<file path="src/hw/rtl/atc_pkg.sv">
`timescale 1ns / 1ps

package atc_pkg;

	localparam int MAX_SEGMENTS = 64;
	localparam int SEG_W        = $clog2(MAX_SEGMENTS + 1);
	localparam int ITERS        = 32;
	localparam int ITER_W       = $clog2(ITERS);
	localparam int Q_DEPTH      = 2;
	localparam logic [30:0] KINV_Q31 = 31'd1304065748;

	localparam logic CMD_MOVE = 1'b0;
	localparam logic CMD_LINE = 1'b1;

	typedef struct packed {
		logic signed [31:0] sx;
		logic signed [31:0] sy;
		logic signed [31:0] ex;
		logic signed [31:0] ey;
		logic signed [31:0] cx;
		logic signed [31:0] cy;
		logic [30:0]        rad;
		logic               arc;
		logic               ccw;
		logic               first;
		logic [31:0]        a0;
		logic [31:0]        span;
		logic [SEG_W-1:0]   segnum;
	} atc_desc_t;

	// arctangent of 2^-i, a full turn is 2^32
	function automatic logic [31:0] atan_lut(input logic [ITER_W-1:0] i);
		logic [31:0] r;
		case (i)
			5'd0:  r = 32'h20000000;
			5'd1:  r = 32'h12E4051E;
			5'd2:  r = 32'h09FB385B;
			5'd3:  r = 32'h051111D4;
			5'd4:  r = 32'h028B0D43;
			5'd5:  r = 32'h0145D7E1;
			5'd6:  r = 32'h00A2F61E;
			5'd7:  r = 32'h00517C55;
			5'd8:  r = 32'h0028BE53;
			5'd9:  r = 32'h00145F2F;
			5'd10: r = 32'h000A2F98;
			5'd11: r = 32'h000517CC;
			5'd12: r = 32'h00028BE6;
			5'd13: r = 32'h000145F3;
			5'd14: r = 32'h0000A2FA;
			5'd15: r = 32'h0000517D;
			5'd16: r = 32'h000028BE;
			5'd17: r = 32'h0000145F;
			5'd18: r = 32'h00000A30;
			5'd19: r = 32'h00000518;
			5'd20: r = 32'h0000028C;
			5'd21: r = 32'h00000146;
			5'd22: r = 32'h000000A3;
			5'd23: r = 32'h00000051;
			5'd24: r = 32'h00000029;
			5'd25: r = 32'h00000014;
			5'd26: r = 32'h0000000A;
			5'd27: r = 32'h00000005;
			5'd28: r = 32'h00000003;
			5'd29: r = 32'h00000001;
			5'd30: r = 32'h00000001;
			default: r = 32'h00000000;
		endcase
		return r;
	endfunction

endpackage

</file>
<file path="src/hw/rtl/atc_fifo.sv">
`timescale 1ns / 1ps

module atc_fifo (
	input  logic               clk,
	input  logic               arst_n,
	input  logic               push,
	input  atc_pkg::atc_desc_t wr_data,
	input  logic               pop,
	output atc_pkg::atc_desc_t rd_data,
	output logic               full,
	output logic               empty
);

	localparam int PTR_W = (atc_pkg::Q_DEPTH > 1) ? $clog2(atc_pkg::Q_DEPTH) : 1;
	localparam int CNT_W = $clog2(atc_pkg::Q_DEPTH + 1);

	atc_pkg::atc_desc_t mem_q [atc_pkg::Q_DEPTH];
	logic [PTR_W-1:0]   wr_ptr_q, rd_ptr_q;
	logic [CNT_W-1:0]   count_q;

	assign full    = (count_q == CNT_W'(atc_pkg::Q_DEPTH));
	assign empty   = (count_q == '0);
	assign rd_data = mem_q[rd_ptr_q];

	always_ff @(posedge clk or negedge arst_n) begin
		if (!arst_n) begin
			wr_ptr_q <= '0;
			rd_ptr_q <= '0;
			count_q  <= '0;
		end else begin
			if (push) begin
				wr_ptr_q <= (wr_ptr_q == PTR_W'(atc_pkg::Q_DEPTH - 1)) ? '0 : wr_ptr_q + 1'b1;
			end
			if (pop) begin
				rd_ptr_q <= (rd_ptr_q == PTR_W'(atc_pkg::Q_DEPTH - 1)) ? '0 : rd_ptr_q + 1'b1;
			end
			if (push && !pop) count_q <= count_q + 1'b1;
			else if (pop && !push) count_q <= count_q - 1'b1;
		end
	end

	always_ff @(posedge clk) begin
		if (push) mem_q[wr_ptr_q] <= wr_data;
	end

	assert property (@(posedge clk) disable iff (!arst_n) push |-> !full)
		else $error("push into full queue");
	assert property (@(posedge clk) disable iff (!arst_n) pop |-> !empty)
		else $error("pop from empty queue");
	assert property (@(posedge clk) disable iff (!arst_n)
		push && !pop |=> !empty)
		else $error("queue empty after a push");

endmodule

</file>
<file path="config.mk">
export PLATFORM = sky130hd
export DESIGN_NAME = atc_fifo
export DESIGN_NICKNAME = d
export VERILOG_FILES = /design/src/hw/rtl/atc_pkg.sv /design/src/hw/rtl/atc_fifo.sv
export SDC_FILE = /design/constraint.sdc
export NUM_CORES = 1
export LEC_CHECK = 0
export BUFFER_PORTS_ARGS = -buffer_cell sky130_fd_sc_hd__buf_2
export CAP_MARGIN = 20
export CELL_PAD_IN_SITES_DETAIL_PLACEMENT = 1
export CELL_PAD_IN_SITES_GLOBAL_PLACEMENT = 1
export CORE_MARGIN = 10
export CORE_UTILIZATION = 45
export DETAILED_ROUTE_END_ITERATION = 10
export PLACE_DENSITY = 0.86
export SLEW_MARGIN = 20
export SYNTH_ARGS = -nofsm -noshare
export SYNTH_HDL_FRONTEND = slang
export SYNTH_SLANG_ARGS = --single-unit
</file>
<file path="constraint.sdc">
create_clock -name clk -period 16.5 [get_ports clk]
set_input_delay 2.475 -clock clk [delete_from_list [all_inputs] [get_ports clk]]
set_output_delay 2.475 -clock clk [all_outputs]
set_load 0.02 [all_outputs]
</file>
-- Yosys cells after proc, flatten, opt, wreduce, memory -nomap -nowiden
Memories as Yosys holds them, arrays and structs flattened.
Cells that the tools add are included.
W data, S select, Z words.
- register bits: 4
- bits of input ports: 301
- memory bits (writable): 594
- memories: 1
- output and inout port bits: 299
- logic and storage cells: 21
- memories (name ; words ; width ; rd ports ; clocked after memory_dff ; write ports ; RTL line ; source):
    mem_q ; 2 ; 297 ; 1 ; 0 ; 1 ; atc_fifo.sv:17 ; atc_pkg::atc_desc_t mem_q [atc_pkg::Q_DEPTH];
- eq/ne operators: 1
- reduce and logical (&&, ||, !) cells: 6
- add/sub/neg operators: 4
- mux-type cells: 6
- operators by type and width (cell ; number):
    $mux W1 ; 4
    $mux W2 ; 2
    $add A1 B1 Y1 const B ; 2
    $add A2 B1 Y2 const B ; 1
    $eq A2 B2 Y1 const B ; 1
    $logic_and A1 B1 Y1 ; 2
    $logic_not A1 Y1 ; 2
    $logic_not A2 Y1 ; 1
    $reduce_bool A2 Y1 ; 1
    $sub A2 B1 Y2 const B ; 1

-- Logic depth before layout (Yosys ltp)
- depth in word-level cells: 4
- gate-level depth with buffers: 5
- depth with buffers taken out: 5

-- Worst setup path before layout
No wires, ideal clock.
- path type: input to register
- start point: in push
- end point: mem mem_q[0][0] (netlist name) (enable)
- data arrival time: 15242 ps
- setup slack: 261 ps
- stages on the path: 1
- buffers on the path: 0
- setup time: 997 ps
- cell sequence: nor2b_1
- word-level cells in the longest chain between the ends: 2
- RTL lines (element ; RTL line ; source):
    start, declared ; atc_fifo.sv:6 ; input logic push,
    $mux W1 ; atc_fifo.sv:43 ; if (push) mem_q[wr_ptr_q] <= wr_data;
    $mux W1 (not written as such) ; atc_fifo.sv:43 ;
    end, declared ; atc_fifo.sv:17 ;
No other way between the ends.

==> results.toml <==
[run_status]
status = "completed"

[setup_path]
cp_top_family = "buffers and inverters"
start_kind = "register"
setup.worst_path.end_class = "output port"
worst_path_largest_cell_delay_ps = 1070
crit_fanout = 72
cp_cell_sequence = "buf_4, buf_4, mux2_2, buf_2"
crit_path_frequent_cell = "buf_4"
critPathSlowestCell = "dfrtp_4"
critPathRequiredTime_ps = 14030
timing_worst_setup_path_type = "reg -> out"
critPathBufInv = 3
arrival_ps = 4280

[logic_synthesis]
syn_nets = 1242
synth_xor_xnor_area_share_pct = 0.195
synth_compound_area_share_pct = 0
avgSynthCellArea_um2 = 23.9
yosys.area.top_type_share_pct = 79.5
synth_top_family_by_area = "multiplexers"
synth_fa_ha_area_share_pct = 0.0557
ys_types = 13
yosys.area_share.simple_pct = 0.117
synthTopCellsByArea = "edfxtp_1, mux2_4, mux2_2"
synth.ff_latch_count = 598
syn-instance-count = 940
synthMuxAreaShare_pct = 18.3
syn_area_um2 = 22500
yosysWarnings = 0
synth_top_cell_by_area = "edfxtp_1"
yosysSeqAreaShare_pct = 79.9

[die]
fp-row-count = 81
io_pins = 600
start_util_pct = 45.7
design.core.area_um2 = 49200
die_w_um = 243
die_area_um2 = 59200
dieHeight_um = 243

[routing]
post_drt_wl_per_cell_um = 28.1
firstDrtPassIters = 5
final_antenna_net_count = 0
top_layer = "met5"
avgViaCountPerCell = 5.12
wl_um = 65100
drt-met1-wl_um = 21700
wl_met3_um = 5860
first_iter_violations = 774
met2_length_um = 35400
drc = 0
routed-via-count = 11900

[timing]
finalSetupViolCount = 0
fin_crit_ps = 6750
drv_slew = 0
relSlewSlack_pct = 26.2
tightest_slew_ps = 1110
finalHoldViolations = 0
clock-skew-final_ps = 16.7
rsz0062_at_grt = "false"
min_period_over_period_pct = 40.9
setup_tns_ps = 0
fmax_mhz = 148
hold_slack_ps = 525

[final_layout]
final_net_count = 1880
drive_above_1_share_pct = 61.0
area_growth_pct = 24.9
layout_commonest_cell = "buf_2"
final_cell_mix = "buf_2, edfxtp_1, mux2_4"

[global_routing]
overflow = 0
grt_pass1_wl_um = 92100
grt_max_degree = 157
grt_usage_pct = 21.0
grt_antenna_before_repair = 31
grt_pass1_vias = 13200

[cts]
post-cts-setup-buffers = 0
cts_sinks = 598
cts_tree = "done"
path_clk_slew_ps = 60
cts_made_buffers = 60
cts_resized = 0
clk_latency_ps = 600
clock_path_buffers = 3
clockRootBuffer = "clkbuf_16"
htreeDepth = 2
cts_hold_buf = 0

[power]
p_per_area_nw_per_um2 = 188
p_leak_nw = 11.0
ir_drop_uv = 126

[placement]
gp_congestion = 0.836
post-dp-hpwl_um = 47600
numPortBuffers = 599

[worst_hold_path]
min_path_type = "reg -> reg"

[run]
cap_violations = 0
## through the flow
step | cell area [µm²] | instances | setup slack, ps | power (W) | utilization (%)
final | 28000 | 2316 | 9750 | 0.00526 | 57.0
after global routing | 28000 | 2307 | 9520 | 0.00546 | 57.0
after detailed placement | 26100 | 2180 | 10350 | 0.00397 | 53.0
after global placement | 26100 | 2180 | 10450 | 0.00389 | 53.0
after CTS | 28000 | 2291 | 9690 | 0.00531 | 56.9
after floorplan | 22500 | 940 | 261 | 0.00351 | -
## synthesized netlist by cell type (all sizes together)
cell / number
and2: 1
buf: 33
dfrtp: 4
edfxtp: 594
ha: 1
inv: 1
mux2: 297
nor2: 2
nor2b: 2
xnor2: 1
xor2: 4
## cell type report
type                    instances  area, µm²
repair buffers                609       3090
clock buffers                  73       1570
well taps                     664        831
inverters                       1       3.75
multi-input cells             308       4190
fillers                      4476      21100
diodes                         25       62.6
clock inverters                38        337
flip-flops and latches        598      17900
## kinds of logic (layout without fill, tap and decap cells)
logic type / after synthesis / after routing
DFF: 598 / 598
muxes: 297 / 297
buffers and inverters: 34 / 721
xor gates and xnor gates: 5 / 5
and+or+nand+nor: 5 / 5
adders and majority gates: 1 / 1
other: 0 / 25
## power by group
| part | switching (W) | internal [W] | leakage, nW | total (W) |
|---|---|---|---|---|
| Clock | 0.000557 | 0.000768 | 0.936 | 0.00133 |
| Combinational | 0.00106 | 0.000719 | 4.49 | 0.00178 |
| Sequential | 0.000126 | 0.00202 | 5.62 | 0.00215 |
## final timing paths
path	startpoint	end	slack (ps)	cells past startpoint
worst min register to register	count_q[1]	count_q[1]	520	1
max in group asynchronous	arst_n	rd_ptr_q	14680	1
worst max register to register	wr_ptr_q	mem_q[0][50]	13370	3
worst min-delay path	count_q[1]	count_q[1]	520	1
worst max-delay path	rd_ptr_q	rd_data[281]	9750	4
min in group asynchronous	arst_n	count_q[1]	1670	1
## registers in the layout, indices dropped and copies added, names as in the netlist
register  count
rd_ptr_q      1
wr_ptr_q      1
mem_q       594
count_q       2
## per-layer routing
| layer | GRT usage [%] | vias to the layer above |
|---|---|---|
| met4 | 7.94 | 20 |
| met1 | 21.6 | 6054 |
| met2 | 38.5 | 573 |
| met3 | 7.54 | 136 |
| met5 | 0 | - |
| li1 | - | 5071 |
Power figures use the tool's default switching activity.
