## config.mk

```make
export PLATFORM = sky130hd
export DESIGN_NAME = atc_front
export DESIGN_NICKNAME = d
export VERILOG_FILES = /design/src/hw/rtl/atc_pkg.sv /design/src/hw/rtl/atc_front.sv
export SDC_FILE = /design/constraint.sdc
export NUM_CORES = 2
export LEC_CHECK = 0
export BUFFER_PORTS_ARGS = -buffer_cell sky130_fd_sc_hd__clkbuf_2
export CAP_MARGIN = 20
export CORE_UTILIZATION = 30
export CTS_CLUSTER_SIZE = 20
export DETAILED_ROUTE_END_ITERATION = 7
export HOLD_SLACK_MARGIN = 0.03
export PLACE_DENSITY = 0.55
export SYNTH_ARGS = -nofsm -noshare
export SYNTH_HDL_FRONTEND = slang
export SYNTH_SLANG_ARGS = --single-unit
```

## constraint.sdc

```tcl
create_clock -name clk -period 19.2 [get_ports clk]
set_input_delay 3.84 -clock clk [delete_from_list [all_inputs] [get_ports clk]]
set_output_delay 3.84 -clock clk [all_outputs]
set_load 0.01 [all_outputs]
```

## src/hw/rtl/atc_pkg.sv

```systemverilog
`timescale 1ns / 1ps

package atc_pkg;

	localparam int MAX_SEGMENTS = 64;
	localparam int SEG_W        = $clog2(MAX_SEGMENTS + 1);
	localparam int ITERS        = 32;
	localparam int ITER_W       = $clog2(ITERS);
	localparam int Q_DEPTH      = 2;
	localparam logic [30:0] KINV_Q31 = 31'd1304065748;

	localparam logic CMD_MOVE = 1'b0;
	localparam logic CMD_LINE = 1'b1;

	typedef struct packed {
		logic signed [31:0] sx;
		logic signed [31:0] sy;
		logic signed [31:0] ex;
		logic signed [31:0] ey;
		logic signed [31:0] cx;
		logic signed [31:0] cy;
		logic [30:0]        rad;
		logic               arc;
		logic               ccw;
		logic               first;
		logic [31:0]        a0;
		logic [31:0]        span;
		logic [SEG_W-1:0]   segnum;
	} atc_desc_t;

	// arctangent of 2^-i, a full turn is 2^32
	function automatic logic [31:0] atan_lut(input logic [ITER_W-1:0] i);
		logic [31:0] r;
		case (i)
			5'd0:  r = 32'h20000000;
			5'd1:  r = 32'h12E4051E;
			5'd2:  r = 32'h09FB385B;
			5'd3:  r = 32'h051111D4;
			5'd4:  r = 32'h028B0D43;
			5'd5:  r = 32'h0145D7E1;
			5'd6:  r = 32'h00A2F61E;
			5'd7:  r = 32'h00517C55;
			5'd8:  r = 32'h0028BE53;
			5'd9:  r = 32'h00145F2F;
			5'd10: r = 32'h000A2F98;
			5'd11: r = 32'h000517CC;
			5'd12: r = 32'h00028BE6;
			5'd13: r = 32'h000145F3;
			5'd14: r = 32'h0000A2FA;
			5'd15: r = 32'h0000517D;
			5'd16: r = 32'h000028BE;
			5'd17: r = 32'h0000145F;
			5'd18: r = 32'h00000A30;
			5'd19: r = 32'h00000518;
			5'd20: r = 32'h0000028C;
			5'd21: r = 32'h00000146;
			5'd22: r = 32'h000000A3;
			5'd23: r = 32'h00000051;
			5'd24: r = 32'h00000029;
			5'd25: r = 32'h00000014;
			5'd26: r = 32'h0000000A;
			5'd27: r = 32'h00000005;
			5'd28: r = 32'h00000003;
			5'd29: r = 32'h00000001;
			5'd30: r = 32'h00000001;
			default: r = 32'h00000000;
		endcase
		return r;
	endfunction

endpackage

```

## src/hw/rtl/atc_front.sv

```systemverilog
`timescale 1ns / 1ps

module atc_front (
	input  logic                         clk,
	input  logic                         arst_n,
	input  logic                         in_valid,
	output logic                         in_stall,
	input  logic signed [31:0]           start_x,
	input  logic signed [31:0]           start_y,
	input  logic signed [31:0]           end_x,
	input  logic signed [31:0]           end_y,
	input  logic signed [31:0]           center_x,
	input  logic signed [31:0]           center_y,
	input  logic [30:0]                  radius,
	input  logic                         is_arc,
	input  logic                         counter_clockwise,
	input  logic                         first_edge,
	input  logic [atc_pkg::SEG_W-1:0]    num_segments,
	output atc_pkg::atc_desc_t           desc,
	output logic                         push,
	input  logic                         q_full
);

	typedef enum logic [2:0] {
		F_IDLE, F_LOAD0, F_ITER0, F_LOAD1, F_ITER1, F_SPAN, F_SEG, F_PUSH
	} fstate_t;

	fstate_t                      state_q;
	logic [atc_pkg::ITER_W-1:0]   cnt_q;
	atc_pkg::atc_desc_t           item_q;
	logic signed [35:0]           vx_q, vy_q;
	logic signed [33:0]           vz_q;
	logic                         zero_q;

	logic signed [31:0]           px, py;
	logic signed [32:0]           dx, dy;
	logic signed [35:0]           dx_w, dy_w, xs, ys;
	logic signed [33:0]           at;
	logic [31:0]                  ang;
	logic [atc_pkg::SEG_W-1:0]    nseg;
	logic [atc_pkg::SEG_W+31:0]   prod;
	logic                         accept;

	assign accept   = in_valid && (state_q == F_IDLE);
	assign in_stall = (state_q != F_IDLE);
	assign push     = (state_q == F_PUSH) && !q_full;
	assign desc     = item_q;

	assign px   = (state_q == F_LOAD0) ? item_q.sx : item_q.ex;
	assign py   = (state_q == F_LOAD0) ? item_q.sy : item_q.ey;
	assign dx   = $signed({px[31], px}) - $signed({item_q.cx[31], item_q.cx});
	assign dy   = $signed({py[31], py}) - $signed({item_q.cy[31], item_q.cy});
	assign dx_w = {{3{dx[32]}}, dx};
	assign dy_w = {{3{dy[32]}}, dy};
	assign xs   = vx_q >>> cnt_q;
	assign ys   = vy_q >>> cnt_q;
	assign at   = $signed({2'b00, atc_pkg::atan_lut(cnt_q)});
	assign ang  = zero_q ? 32'd0 : vz_q[31:0];
	assign nseg = (num_segments > atc_pkg::SEG_W'(atc_pkg::MAX_SEGMENTS)) ?
		atc_pkg::SEG_W'(atc_pkg::MAX_SEGMENTS) : num_segments;
	assign prod = (atc_pkg::SEG_W+32)'(nseg) * (atc_pkg::SEG_W+32)'(item_q.span);

	always_ff @(posedge clk or negedge arst_n) begin
		if (!arst_n) begin
			state_q <= F_IDLE;
			cnt_q   <= '0;
		end else begin
			case (state_q)
				F_IDLE: begin
					if (accept) state_q <= is_arc ? F_LOAD0 : F_PUSH;
				end
				F_LOAD0: begin
					cnt_q   <= '0;
					state_q <= F_ITER0;
				end
				F_ITER0: begin
					cnt_q <= cnt_q + 1'b1;
					if (cnt_q == atc_pkg::ITER_W'(atc_pkg::ITERS - 1)) state_q <= F_LOAD1;
				end
				F_LOAD1: begin
					cnt_q   <= '0;
					state_q <= F_ITER1;
				end
				F_ITER1: begin
					cnt_q <= cnt_q + 1'b1;
					if (cnt_q == atc_pkg::ITER_W'(atc_pkg::ITERS - 1)) state_q <= F_SPAN;
				end
				F_SPAN: state_q <= F_SEG;
				F_SEG:  state_q <= F_PUSH;
				F_PUSH: begin
					if (!q_full) state_q <= F_IDLE;
				end
				default: state_q <= F_IDLE;
			endcase
		end
	end

	always_ff @(posedge clk) begin
		case (state_q)
			F_IDLE: begin
				if (accept) begin
					item_q.sx     <= start_x;
					item_q.sy     <= start_y;
					item_q.ex     <= end_x;
					item_q.ey     <= end_y;
					item_q.cx     <= center_x;
					item_q.cy     <= center_y;
					item_q.rad    <= radius;
					item_q.arc    <= is_arc;
					item_q.ccw    <= counter_clockwise;
					item_q.first  <= first_edge;
					item_q.a0     <= '0;
					item_q.span   <= '0;
					item_q.segnum <= '0;
				end
			end
			F_LOAD0, F_LOAD1: begin
				if (state_q == F_LOAD1) item_q.a0 <= ang;
				zero_q <= (dx == 33'sd0) && (dy == 33'sd0);
				// fold the left half plane over by a half turn
				if (dx[32]) begin
					vx_q <= -dx_w;
					vy_q <= -dy_w;
					vz_q <= 34'sh080000000;
				end else begin
					vx_q <= dx_w;
					vy_q <= dy_w;
					vz_q <= '0;
				end
			end
			F_ITER0, F_ITER1: begin
				if (!vy_q[35]) begin
					vx_q <= vx_q + ys;
					vy_q <= vy_q - xs;
					vz_q <= vz_q + at;
				end else begin
					vx_q <= vx_q - ys;
					vy_q <= vy_q + xs;
					vz_q <= vz_q - at;
				end
			end
			F_SPAN: begin
				item_q.span <= item_q.ccw ? (ang - item_q.a0) : (item_q.a0 - ang);
			end
			F_SEG: begin
				item_q.segnum <= prod[atc_pkg::SEG_W+31:32];
			end
			default: ;
		endcase
	end

	assert property (@(posedge clk) disable iff (!arst_n)
		accept |=> in_stall)
		else $error("front took a transaction without going busy");
	assert property (@(posedge clk) disable iff (!arst_n)
		(state_q == F_PUSH) && item_q.arc |-> item_q.segnum < nseg || nseg == '0)
		else $error("segment count not below the segments per turn");
	assert property (@(posedge clk) disable iff (!arst_n)
		push |=> !in_stall)
		else $error("front did not return to idle after handing off");

endmodule

```

# == Yosys cells after proc, flatten, opt, wreduce, memory -nomap -nowiden ==
# Memory sizes are Yosys's and may differ from the RTL's.
# Cells that the tools add are included.
# op_classes
addsub,13
n_mul,1
magnitude_cmp,1
n_eq_ne,13
n_shift,2
muxes,26
n_reduce_logical,19
# op_table
cell,count
32-bit two-way mux,6
36-bit two-way mux,4
36-bit one-hot mux with 2 select lines,2
32-bit one-hot mux with 2 select lines,2
36-bit adder,2
33-bit negation with 36-bit output,2
36-bit by 5-bit >>> shifter with 36-bit output,2
36-bit subtractor,2
71-bit two-way mux,1
34-bit one-hot mux with 2 select lines,1
33-bit logical NOT,2
32-bit by 32-bit subtractor with 33-bit output,2
32-bit subtractor,2
7-bit by 32-bit multiplier with 39-bit output,1
34-bit by 33-bit adder with 34-bit output,1
34-bit two-way mux,1
34-bit by 33-bit subtractor with 34-bit output,1
3-bit one-hot mux with 8 select lines,1
3-bit two-way mux,5
7-bit one-hot mux with 2 select lines,1
"3-bit equality test, second input constant",4
5-bit one-hot mux with 2 select lines,1
"2-bit != test, second input constant",4
2-bit nonzero test,4
other kinds (15),21
# word_totals
reg_bits,412
mem_bits_ro,960
in_bits,237
mem_count,1
# mem_list
name,depth,word_bits,rd,rd_ports_with_merged_regs,wr,line_no,rtl
(name not given),32,30,1,0,0,atc_pkg.sv:34,case (i)

# == Longest topological paths before layout ==
# depth
word_depth,6
depth_mapped,31
mapped_depth_nobuf,24

# == Least setup slack after synthesis ==
# No wires, ideal clock.
# synth_path
path_type,input -> register
from,input port num_segments[6] (netlist name)
to,"register item_q (netlist bit desc[6]), data pin"
arrival_time_ns,8.692
t_required_ns,18.940
path_slack_ns,10.247
stages,22
cell_sequence,clkbuf_1 > nor2b_1 > clkbuf_1 > nand2_1 > fa_1 > fa_1 > inv_1 > fa_1 > inv_1 > fa_1 > inv_1 > ha_1 > a2111oi_0 > a21oi_1 > o21a_1 > o2111ai_1 > a31oi_1 > a21oi_1 > o2111ai_1 > o31ai_1 > xnor2_1 > nor2_1
# synth_between
elab_chain_cells,4
# synth_rtl
element,line_no,rtl
"start, declared",atc_front.sv:18,"input logic [atc_pkg::SEG_W-1:0] num_segments,"
7-bit greater-than comparator,atc_front.sv:59,assign nseg = (num_segments > atc_pkg::SEG_W'(atc_pkg::MAX_SEGMENTS)) ?
7-bit two-way mux *,atc_front.sv:59,
7-bit by 32-bit multiplier with 39-bit output *,atc_front.sv:61,assign prod = (atc_pkg::SEG_W+32)'(nseg) * (atc_pkg::SEG_W+32)'(item_q.span);
7-bit one-hot mux with 2 select lines *,atc_front.sv:99,case (state_q)
"end, declared",atc_front.sv:30,atc_pkg::atc_desc_t item_q;
# Every way passes the cells marked *; elsewhere a longest branch is shown, timed or not.
# A chain may end at the register's enable or synchronous reset.

# == Final worst setup path ==
# Ends and elaborated chain as after synthesis.

==> results.yml <==
sta:
  fin_crit_sh_pct: 48.7
  slew_headroom_pct: 26.5
  max_freq_mhz: 107
  final.setup.tns_ns: 0
  finalHoldViolCount: 0
  tightest_slew_ns: 1.10
  finalMaxSlewViolations: 0
  finClkSkew_ns: 0.0509
  setup_violations: 0
  rsz0062_at_grt: "no"
  period_needed_ns: 9.36
synthesis:
  synth_edf_count: 402
  ys_types: 100
  postSynth.asyncResetShare_pct: 1.95
  synth_cells: 4518
  postSynthRegisterBits: 410
  syn_area_per_cell_um2: 9.23
  synth_flop_cell: "edfxtp_1"
  seq_area_frac_synth_pct: 29.4
  synth_most_common_cell: "edfxtp_1"
  yosysWarnings: 0
  ys_top_cells_by_area: "edfxtp_1 29%, ha_1 9.0%, fa_1 7.4%, a21oi_1 4.1%, mux4_2 3.7%"
  synth_top_area_share_pct: 28.9
  synthTopCellsByCount: "402 x edfxtp_1, 369 x nor2_1, 348 x inv_1"
  synth_fp_nets: 5209
  yosysTopAreaCell: "edfxtp_1"
  syn_area_mm2: 0.0417
clocking:
  hold_buffers: 0
  clock_tree.buffer_depth: 3
  h-tree-depth: 2
  root_buffer: "clkbuf_16"
  post_cts_resized: 0
  cts_tree: "done"
  clk-insertion-delay-late_ns: 0.66
  post_cts_buffers: 0
  cts.sinks: 410
  cts_buffers: 50
  clk_pin_slew_ns: 0.06
critical_path:
  r2r_cells: 23
  critPathSlowestCell: "fa_1"
  path_cells: "clkbuf_2 -> nor2b_1 -> buf_4 -> nand2_1 -> fa_1 -> fa_1 -> inv_1 -> fa_1 -> inv_1 -> fa_1 -> inv_1 -> ha_1 -> a2111oi_0 -> a21oi_1 -> o21a_1 -> o2111ai_1 -> a31oi_1 -> a21oi_1 -> o2111ai_1 -> o31ai_1 -> xnor2_1 -> nor2_1"
  reg2reg_to: "vy_q[35]"
  slowest_delay_ns: 0.56
  worst-path-buf-inv: 5
  crit_top_cell: "fa_1"
  critical_path_required_ns: 19.56
  critPathArrivalTime_ns: 9.72
  ff2ff_setup_slack_ns: 10.88
  crit_family: "adder cells"
  worstReg2RegStart: "cnt_q[0]"
  end_kind: "flip-flop"
  critPathLaunchType: "input port"
  criticalPathCategory: "input port to flip-flop"
  cp_max_fo: 38
route:
  wl_per_cell_um: 19.5
  wirelength_um: 132000
  viasPerCell: 5.33
  route.detailed.drc: 0
  drtIter0Drc: 2843
  vias: 36000
  ant_nets: 0
  first_pass_iters: 6
cells_and_area:
  fillCellCount: 14200
  final_area_mm2: 0.0478
  final_net_count: 5616
  drive_above_1_share_pct: 17.8
  multi_input_area_mm2: 0.0273
  area_growth_pct: 14.6
  diodes: 0
  area.sequential_mm2: 0.0123
floorplan:
  core_area_mm2: 0.138
  rows: 136
  dieArea_mm2: 0.141
  die_h_um: 375
  start_util_pct: 30.3
  io_pins: 536
  dieWidth_um: 375
worst_hold_path:
  whs_path_depth: 2
  holdPathEnd: "state_q[1]"
  min_from: "state_q[1]"
  holdCritPathClass: "flip-flop to flip-flop"
status:
  outcome: "completed"
placement:
  port_buffers: 535
  gp_congestion: 0.944
  dp.final_hpwl_um: 101000
  placed_cell_area_mm2: 0.0461
grt:
  grt_pass1_wl_um: 204000
  grt_pass1_vias: 35300
  grt_max_degree: 83
  antenna_found_initial: 2
  gr-total-overflow: 0
  grt_usage_pct: 18.1
flow_run:
  drv_cap: 0
[stage by stage]
stage / util [%] / cells / worst slack [ns] / hold WS, ns
after detailed placement: 33.5 / 6666 / 9.26 / 0.606
after global routing: 34.7 / 6758 / 9.55 / 0.657
after floorplan: - / 4518 / 10.25 / 0.557
after CTS: 34.7 / 6757 / 9.89 / 0.613
after global placement: 33.5 / 6666 / 9.37 / 0.591
final: 34.7 / 6758 / 9.84 / 0.622
[how the worst max path moves through the flow]
stage | start | end | slack (ns) | cells after the start
after floorplan | num_segments[6] | desc[6] | 10.25 | 22
after global placement | num_segments[6] | desc[6] | 9.37 | 22
after detailed placement | num_segments[6] | desc[6] | 9.26 | 22
after CTS | num_segments[6] | desc[6] | 9.89 | 22
after global routing | num_segments[6] | desc[6] | 9.55 | 22
final | num_segments[6] | desc[6] | 9.84 | 22
[sequential cells by signal, summed over array words and instances, names as in the netlist]
signal,count
vx_q,36
cnt_q,5
zero_q,1
vy_q,36
vz_q,32
state_q,3
desc,297
[worst min-delay path, delay by kind of cell, from the launching register on]
kind	cells	cell delay, ns
flip-flops	1	0.40
buffers and inverters	1	0.11
AO/OA/AOI/OAI	1	0.07
[area by class of cell]
cell class | instances | area share (%)
multi-input combinational | 3529 | 57.0
clock buffer | 58 | 2.68
sequential | 410 | 25.7
clock inverter | 33 | 0.803
inverter | 353 | 2.79
timing repair buffer | 581 | 6.32
tap | 1794 | 4.69
[kinds of logic (layout without fill, tap and decap cells)]
family / count (synthesis) / after routing / synth area share (%)
simple gates: 1381 / 1381 / 16.4
fa+ha+maj: 454 / 454 / 16.4
compound gates: 1174 / 1174 / 18.4
flops: 410 / 410 / 29.4
xor+xnor: 285 / 285 / 5.98
mux: 235 / 235 / 8.08
buf+inv: 579 / 1025 / 5.36
[layer usage]
layer  GRT usage (%)  up-vias  share of wire, %
li1                -    17200                 -
met4            6.64        2               3.5
met3            2.99      203               6.0
met1            23.1    17500                43
met2            30.6     1178                48
met5               0        -            0.0099
[cell usage in the layout, fill, tap and decap left out, types with 67 or more instances in the layout]
master and count:
a21o_1 121, a21oi_1 343, and2_1 187, clkbuf_2 536, edfxtp_1 402, fa_1 155
ha_1 299, inv_1 346, mux2_2 85, mux2i_1 67, mux4_2 69, nand2_1 333
nand2b_1 70, nand3_1 79, nor2_1 369, nor3_1 87, o21ai_0 212, xnor2_1 167
xor2_1 118
Power is not shown: default switching activity piles up to over one toggle a cycle in this logic, so the estimate is an artifact.
