### src/hw/rtl/atc_pkg.sv
`timescale 1ns / 1ps

package atc_pkg;

	localparam int MAX_SEGMENTS = 64;
	localparam int SEG_W        = $clog2(MAX_SEGMENTS + 1);
	localparam int ITERS        = 32;
	localparam int ITER_W       = $clog2(ITERS);
	localparam int Q_DEPTH      = 2;
	localparam logic [30:0] KINV_Q31 = 31'd1304065748;

	localparam logic CMD_MOVE = 1'b0;
	localparam logic CMD_LINE = 1'b1;

	typedef struct packed {
		logic signed [31:0] sx;
		logic signed [31:0] sy;
		logic signed [31:0] ex;
		logic signed [31:0] ey;
		logic signed [31:0] cx;
		logic signed [31:0] cy;
		logic [30:0]        rad;
		logic               arc;
		logic               ccw;
		logic               first;
		logic [31:0]        a0;
		logic [31:0]        span;
		logic [SEG_W-1:0]   segnum;
	} atc_desc_t;

	// arctangent of 2^-i, a full turn is 2^32
	function automatic logic [31:0] atan_lut(input logic [ITER_W-1:0] i);
		logic [31:0] r;
		case (i)
			5'd0:  r = 32'h20000000;
			5'd1:  r = 32'h12E4051E;
			5'd2:  r = 32'h09FB385B;
			5'd3:  r = 32'h051111D4;
			5'd4:  r = 32'h028B0D43;
			5'd5:  r = 32'h0145D7E1;
			5'd6:  r = 32'h00A2F61E;
			5'd7:  r = 32'h00517C55;
			5'd8:  r = 32'h0028BE53;
			5'd9:  r = 32'h00145F2F;
			5'd10: r = 32'h000A2F98;
			5'd11: r = 32'h000517CC;
			5'd12: r = 32'h00028BE6;
			5'd13: r = 32'h000145F3;
			5'd14: r = 32'h0000A2FA;
			5'd15: r = 32'h0000517D;
			5'd16: r = 32'h000028BE;
			5'd17: r = 32'h0000145F;
			5'd18: r = 32'h00000A30;
			5'd19: r = 32'h00000518;
			5'd20: r = 32'h0000028C;
			5'd21: r = 32'h00000146;
			5'd22: r = 32'h000000A3;
			5'd23: r = 32'h00000051;
			5'd24: r = 32'h00000029;
			5'd25: r = 32'h00000014;
			5'd26: r = 32'h0000000A;
			5'd27: r = 32'h00000005;
			5'd28: r = 32'h00000003;
			5'd29: r = 32'h00000001;
			5'd30: r = 32'h00000001;
			default: r = 32'h00000000;
		endcase
		return r;
	endfunction

endpackage

### src/hw/rtl/atc_back.sv
`timescale 1ns / 1ps

module atc_back (
	input  logic               clk,
	input  logic               arst_n,
	input  atc_pkg::atc_desc_t desc,
	input  logic               q_empty,
	output logic               pop,
	output logic               out_valid,
	input  logic               out_stall,
	output logic signed [31:0] point_x,
	output logic signed [31:0] point_y,
	output logic               command,
	output logic               last
);

	typedef enum logic [3:0] {
		B_IDLE, B_MOVE, B_DIV, B_KMUL, B_X0, B_STEP, B_RLOAD, B_ROT, B_PT, B_END
	} bstate_t;

	localparam int SW = atc_pkg::SEG_W;

	bstate_t                    state_q;
	logic [atc_pkg::ITER_W-1:0] cnt_q;
	logic [SW-1:0]              k_q;

	atc_pkg::atc_desc_t d_q;
	logic [31:0]        divd_q, quo_q, acc_q;
	logic [SW-1:0]      rem_q, accr_q;
	logic [61:0]        prod_q;
	logic signed [41:0] x0_q, rx_q, ry_q;
	logic signed [33:0] rz_q;
	logic               flip_q;

	logic               out_free, has_int;
	logic [SW:0]        remsh, accs;
	logic               div_ge, acc_ge;
	logic [31:0]        ang;
	logic signed [33:0] zs, at;
	logic signed [41:0] xs, ys, fx, fy;
	logic signed [33:0] xr, yr;
	logic signed [34:0] sx, sy;
	logic signed [31:0] qx, qy;
	logic [62:0]        x0_sum;

	assign out_free = !out_valid || !out_stall;
	assign pop      = (state_q == B_IDLE) && !q_empty;
	assign has_int  = d_q.arc && (d_q.segnum >= SW'(2));

	assign remsh  = {rem_q, divd_q[31]};
	assign div_ge = remsh >= {1'b0, d_q.segnum};
	assign accs   = {1'b0, accr_q} + {1'b0, rem_q};
	assign acc_ge = accs >= {1'b0, d_q.segnum};
	assign ang    = d_q.ccw ? (d_q.a0 + acc_q) : (d_q.a0 - acc_q);
	assign zs     = {{2{ang[31]}}, ang};
	assign at     = $signed({2'b00, atc_pkg::atan_lut(cnt_q)});
	assign xs     = rx_q >>> cnt_q;
	assign ys     = ry_q >>> cnt_q;
	assign x0_sum = {1'b0, prod_q} + 63'(1 << 22);

	// round off the guard bits, move to the centre and clamp
	assign fx = flip_q ? -rx_q : rx_q;
	assign fy = flip_q ? -ry_q : ry_q;
	assign xr = 34'((fx + 42'sd128) >>> 8);
	assign yr = 34'((fy + 42'sd128) >>> 8);
	assign sx = {{3{d_q.cx[31]}}, d_q.cx} + {xr[33], xr};
	assign sy = {{3{d_q.cy[31]}}, d_q.cy} + {yr[33], yr};
	assign qx = (sx > 35'sh07FFFFFFF) ? 32'sh7FFFFFFF :
		(sx < -35'sh080000000) ? 32'sh80000000 : sx[31:0];
	assign qy = (sy > 35'sh07FFFFFFF) ? 32'sh7FFFFFFF :
		(sy < -35'sh080000000) ? 32'sh80000000 : sy[31:0];

	always_ff @(posedge clk or negedge arst_n) begin
		if (!arst_n) begin
			state_q   <= B_IDLE;
			cnt_q     <= '0;
			k_q       <= '0;
			out_valid <= 1'b0;
			point_x   <= '0;
			point_y   <= '0;
			command   <= atc_pkg::CMD_MOVE;
			last      <= 1'b0;
		end else begin
			if (out_valid && !out_stall) out_valid <= 1'b0;
			case (state_q)
				B_IDLE: begin
					cnt_q <= '0;
					if (!q_empty) begin
						if (desc.first) state_q <= B_MOVE;
						else if (desc.arc && desc.segnum >= SW'(2)) state_q <= B_DIV;
						else state_q <= B_END;
					end
				end
				B_MOVE: begin
					if (out_free) begin
						out_valid <= 1'b1;
						point_x   <= d_q.sx;
						point_y   <= d_q.sy;
						command   <= atc_pkg::CMD_MOVE;
						last      <= 1'b0;
						state_q   <= has_int ? B_DIV : B_END;
					end
				end
				B_DIV: begin
					cnt_q <= cnt_q + 1'b1;
					if (cnt_q == atc_pkg::ITER_W'(atc_pkg::ITERS - 1)) state_q <= B_KMUL;
				end
				B_KMUL: state_q <= B_X0;
				B_X0: begin
					k_q     <= SW'(1);
					state_q <= B_STEP;
				end
				B_STEP: state_q <= B_RLOAD;
				B_RLOAD: begin
					cnt_q   <= '0;
					state_q <= B_ROT;
				end
				B_ROT: begin
					cnt_q <= cnt_q + 1'b1;
					if (cnt_q == atc_pkg::ITER_W'(atc_pkg::ITERS - 1)) state_q <= B_PT;
				end
				B_PT: begin
					if (out_free) begin
						out_valid <= 1'b1;
						point_x   <= qx;
						point_y   <= qy;
						command   <= atc_pkg::CMD_LINE;
						last      <= 1'b0;
						if (k_q == d_q.segnum - SW'(1)) begin
							state_q <= B_END;
						end else begin
							k_q     <= k_q + 1'b1;
							state_q <= B_STEP;
						end
					end
				end
				B_END: begin
					if (out_free) begin
						out_valid <= 1'b1;
						point_x   <= d_q.ex;
						point_y   <= d_q.ey;
						command   <= atc_pkg::CMD_LINE;
						last      <= 1'b1;
						state_q   <= B_IDLE;
					end
				end
				default: state_q <= B_IDLE;
			endcase
		end
	end

	always_ff @(posedge clk) begin
		case (state_q)
			B_IDLE: begin
				if (!q_empty) begin
					d_q    <= desc;
					divd_q <= desc.span;
					rem_q  <= '0;
					quo_q  <= '0;
				end
			end
			B_DIV: begin
				// one quotient bit of span / segnum a cycle
				divd_q <= {divd_q[30:0], 1'b0};
				rem_q  <= div_ge ? SW'(remsh - {1'b0, d_q.segnum}) : SW'(remsh);
				quo_q  <= {quo_q[30:0], div_ge};
			end
			B_KMUL: prod_q <= 62'(d_q.rad) * 62'(atc_pkg::KINV_Q31);
			B_X0: begin
				x0_q   <= $signed({2'b00, x0_sum[62:23]});
				acc_q  <= '0;
				accr_q <= '0;
			end
			B_STEP: begin
				// step k = k*quo + floor(k*rem / segnum), carried forward
				acc_q  <= acc_q + quo_q + 32'(acc_ge);
				accr_q <= acc_ge ? SW'(accs - {1'b0, d_q.segnum}) : SW'(accs);
			end
			B_RLOAD: begin
				rx_q <= x0_q;
				ry_q <= '0;
				if (zs > 34'sh040000000) begin
					rz_q   <= zs - 34'sh080000000;
					flip_q <= 1'b1;
				end else if (zs < -34'sh040000000) begin
					rz_q   <= zs + 34'sh080000000;
					flip_q <= 1'b1;
				end else begin
					rz_q   <= zs;
					flip_q <= 1'b0;
				end
			end
			B_ROT: begin
				if (!rz_q[33]) begin
					rx_q <= rx_q - ys;
					ry_q <= ry_q + xs;
					rz_q <= rz_q - at;
				end else begin
					rx_q <= rx_q + ys;
					ry_q <= ry_q - xs;
					rz_q <= rz_q + at;
				end
			end
			default: ;
		endcase
	end

	assert property (@(posedge clk) disable iff (!arst_n)
		(state_q == B_PT) |-> has_int && k_q >= SW'(1) && k_q < d_q.segnum)
		else $error("interior point index out of range");
	assert property (@(posedge clk) disable iff (!arst_n)
		pop |=> state_q != B_IDLE)
		else $error("back end idle after taking a descriptor");
	assert property (@(posedge clk) disable iff (!arst_n)
		out_valid && last |-> command == atc_pkg::CMD_LINE)
		else $error("edge closed by a move-to");

endmodule
### config.mk
export PLATFORM = sky130hd
export DESIGN_NAME = atc_back
export DESIGN_NICKNAME = d
export VERILOG_FILES = /design/src/hw/rtl/atc_pkg.sv /design/src/hw/rtl/atc_back.sv
export SDC_FILE = /design/constraint.sdc
export NUM_CORES = 2
export LEC_CHECK = 0
export ABC_AREA = 1
export BUFFER_PORTS_ARGS = -buffer_cell sky130_fd_sc_hd__buf_4
export CAP_MARGIN = 20
export CORE_MARGIN = 2
export CORE_UTILIZATION = 35
export CTS_BUF_LIST = sky130_fd_sc_hd__clkbuf_2
export DETAILED_ROUTE_END_ITERATION = 8
export PLACE_DENSITY = 0.6
export RECOVER_POWER = 50
export SLEW_MARGIN = 25
export SYNTH_ARGS = -nofsm -noshare
export SYNTH_HDL_FRONTEND = slang
export SYNTH_SLANG_ARGS = --single-unit
### constraint.sdc
create_clock -name clk -period 16.45 [get_ports clk]
set_input_delay 1.645 -clock clk [delete_from_list [all_inputs] [get_ports clk]]
set_output_delay 1.645 -clock clk [all_outputs]
set_load 0.1 [all_outputs]
# After elaboration in Yosys (flattened, before gate mapping)
# Memory sizes are Yosys's and may differ from the RTL's.
# Cells that the tools add are included.
# W data, S select, Z words.
# classes
n_reduce_logical,29
shift,2
eq_ne,20
bitwise,1
n_mul,1
muxes,56
add_sub_neg,25
order_cmp,10
# ops
cell,count
$mux W32,13
$pmux W32 S2,3
$pmux W32 S3,2
$mux W42,4
$pmux W42 S2,2
$mux W34,3
$add A42 B42 Y42,2
$add A42 B9 Y42 const B,2
$neg A42 Y42,2
$sshr A42 B5 Y42,2
$sub A42 B42 Y42,2
$add A32 B34 Y35,2
$gt A35 B32 Y1 const B,2
$lt A35 B32 Y1 const B,2
$pmux W34 S2,1
$add A32 B32 Y32,2
$add A62 B23 Y63 const B,1
$mul A31 B29 Y60 const B,1
$pmux W7 S2,3
$mux W4,10
$pmux W4 S10,1
$mux W7,5
$add A32 B33 Y34 const B,1
$add A34 B33 Y34,1
other kinds (37),75
# word_totals
memories,1
in_bits,301
output_inout_bits,68
rom_bits,960
ff_bits,676
word_cells,175
# mem_list
memory,depth,width,read_ports,rd_ports_with_merged_regs,wr,line,source
(no name shown),32,30,1,0,0,atc_pkg.sv:34,case (i)

# Logic depth before layout (Yosys ltp)
# logic_depth
ltp_word,9
mapped_depth,36
depth_no_buf,35

# Least setup slack after synthesis
# No wires, ideal clock.
# synth_timing
kind,input port to output port
start,input q_empty
end,output pop
cell_stages,1
t_arrival_ns,13.686
slack_ns,1.119
path_buffers,0
cell_sequence,nor2_1
# synth_between
elab_chain_cells,2
# synth_lines
element,line,source
from (decl),atc_back.sv:7,"input logic q_empty,"
$logic_not A1 Y1,n/a,
$logic_and A1 B1 Y1,atc_back.sv:47,assign pop = (state_q == B_IDLE) && !q_empty;
to (decl),atc_back.sv:8,"output logic pop,"
# Every way passes these cells.

# Final worst setup path
# layout_timing
start,register state_q[1]
end,register d_q[213] (netlist bit) (enable)
# layout_between
elab_chain_cells,2
# layout_lines
element,line,source
from (decl),atc_back.sv:23,bstate_t state_q;
from (signal assigned),atc_back.sv:101,state_q <= has_int ? B_DIV : B_END;
$logic_not A4 Y1,atc_back.sv:153,case (state_q)
$reduce_and A2 Y1 (no line),n/a,
to (signal assigned),atc_back.sv:156,d_q <= desc;
to (decl),atc_back.sv:27,atc_pkg::atc_desc_t d_q;
# Every way passes these cells.
# A chain may end at the register's enable or synchronous reset.

==> flow_summary.toml <==
[global_route]
antenna_found_initial = 9
grt_pass1_wl_microns = 396000
grt_usage = 0.243
grt_max_degree = 131
gr-total-overflow = 0
grt_pass1_vias = 67800

[timing]
setup_viol = 0
clock.fmax_mhz = 102
fin_skew_ns = 0.210
slew_headroom = -5.01
post-route-min-period_ns = 9.77
fin_ws_ns = 6.68
post-route-period-util = 0.594
worstMarginPinSlew_ns = 9.01
rsz0062_at_grt = "false"
setup-tns-final_ns = 0
finalHoldViolCount = 0
drv_slew = 529

[synthesis]
netlist_instances = 9524
synth.most_common_cell = "nand2_1"
synth_cell_type_count = 61
ys_ff_latch = 656
yosys-top-cells-area = "edfxtp_1 24%, fa_1 13%, nand2_1 12%"
synth_top_cell_area_share = 0.239
synth_edf_count = 573
synthTopCellsByCount = "2334 x nand2_1, 1466 x inv_1, 949 x nor2_1, 717 x nand3_1, 634 x ha_1"
avgSynthCellArea_sq_um = 7.57
ys_warn_count = 0
yosysSeqAreaShare = 0.267
async_flop_share = 0.127
synthFlopType = "edfxtp_1"
synth_largest_area_cell = "edfxtp_1"
syn-cell-area_sq_mm = 0.0721
synthesis.nets = 10900

[place]
place_congestion = 0.977
portBuffers = 368
hpwl_microns = 212000
place_ws_ns = 9.01

[final_layout]
nets = 11600
syn_to_final_growth_pct = 13.6
drive_above_1_share = 0.0776

[routing]
wl_microns = 261000
via_per_inst = 5.18
route.detailed.drc = 0
detailroute.via_count = 67500
drt_iter0_drc = 5372
wl_per_cell_microns = 20.1
drt_pre_antenna_iters = 7
postRouteAntennaNets = 0

[clocking]
cts-root-buf = "clkbuf_2"
clk_latency_ns = 1.78
cts_buffers = 184
cts_tree = "done"
h-tree-depth = 4
path_clk_slew_ns = 0.11
clock-sinks = 656
clock_path_buffers = 3

[setup_path]
crit_family = "buffers and inverters"
required_ns = 17.78
reg2reg_slack_ns = 6.68
cp-end-kind = "flop"
critical_path_class = "reg2reg"
cp-start-kind = "flop"
max_stage_delay_ns = 6.23
critPathSlowestCell = "clkbuf_1"
r2r_start = "state_q[1]$_DFFE_PN0P_"
r2r.worst_path.cells = 7
crit_fanout = 130
cp_num_buf_inv = 4
crit_chain = "nor2_1 > inv_1 > nor2_1 > inv_1 > nor2_1 > clkbuf_1 > buf_4"
reg2reg_to = "d_q[213]$_DFFE_PP_"
path_common_cell = "nor2_1"
crit_arrival_ns = 11.10

[hold_path]
hp-start = "desc[33]"
hold_end = "divd_q[26]$_DFFE_PP_"
hold_depth = 3
holdCritPathClass = "in2reg"

[floorplan]
core_sq_mm = 0.205
die_h_microns = 458
start_util = 0.352
die_x_microns = 458
rows = 166
dieArea_sq_mm = 0.210
io_pins = 369

[status]
violations = "max-capacitance violations, max-slew violations"
outcome = "finished, violations left"

[job]
cap_violations = 10
-- worst max path at each step --
stage,endpoint,cells after the start,startpoint
global route,d_q[213]$_DFFE_PP_,7,state_q[1]$_DFFE_PN0P_
global placement,prod_q[51]$_DFFE_PP_,24,d_q[90]$_DFFE_PP_
finish,d_q[213]$_DFFE_PP_,7,state_q[1]$_DFFE_PN0P_
CTS,prod_q[54]$_DFFE_PP_,25,d_q[86]$_DFFE_PP_
floorplan,pop,1,q_empty
detailed placement,prod_q[43]$_DFFE_PP_,23,d_q[90]$_DFFE_PP_
-- repair_timing --
item | CTS | global route
hold endpoints to repair | 276 | 0
setup buffers | 0 | 0
hold buffers | 251 | 0
gates resized for setup | 0 | 0
-- routing by layer --
layer / track usage / routed length, microns
met1: 0.305 / 110000
met2: 0.422 / 128000
met3: 0.0330 / 13600
met4: 0.0911 / 10400
met5: 0 / 0
-- worst reg2reg max path: cells and delay by family, from the launching register on --
family	cells	cell delay, ns
flip-flops	1	0.48
AND/OR/NAND/NOR	3	1.00
buffers and inverters	4	7.83
-- final cells by class --
type,instances,area (sq um)
timing repair buffer,664,5550
clock buffer,263,1320
inverter,1490,5600
antenna,15,37.5
tap,2688,3360
clock inverter,72,432
multi-input combinational,7176,46400
fill,21300,123000
sequential,656,19300
-- cells by family (layout without fill, tap and decap cells) --
kind of cell,after synthesis,after routing,share of synthesized area
and+or+nand+nor,4350,4350,0.251
buffers and inverters,1692,2489,0.0903
AOI/OAI and AO/OA,1334,1334,0.105
adders and majority gates,1086,1086,0.235
DFF,656,656,0.267
xor gates and xnor gates,406,406,0.0502
other,0,15,0
-- registers in the layout, indices dropped and copies added, names as in the netlist --
signal     count
acc_q         32
x0_q          40
last           1
cnt_q          5
command        1
state_q        4
prod_q        40
quo_q         32
divd_q        32
d_q          264
flip_q         1
k_q            7
rz_q          34
out_valid      1
rx_q          42
point_x       32
accr_q         7
ry_q          42
rem_q          7
point_y       32
-- placed cells by master (no fill, tap or decap), types with 128 or more instances in the layout --
cell,instances
a21oi_1,571
buf_4,138
clkbuf_2,263
clkbuf_4,246
dlygate4sd3_1,251
edfxtp_1,573
fa_1,452
ha_1,634
inv_1,1462
nand2_1,2334
nand3_1,717
nor2_1,944
o21ai_0,372
xnor2_1,128
xor2_1,269
-- metrics by stage --
step / hold slack [ns] / instance area [sq um] / cells / util
2_1_floorplan: 0.487 / 72100 / 9524 / -
3_5_place_dp: 0.482 / 77800 / 12400 / 0.380
4_1_cts: 0.00360 / 82000 / 13000 / 0.401
3_3_place_gp: 0.481 / 77800 / 12400 / 0.380
5_1_grt: 0.0330 / 82000 / 13000 / 0.400
6_report: 0.204 / 82000 / 13000 / 0.400
Power is not shown: default switching activity piles up to over one toggle a cycle in this logic, so the estimate is an artifact.
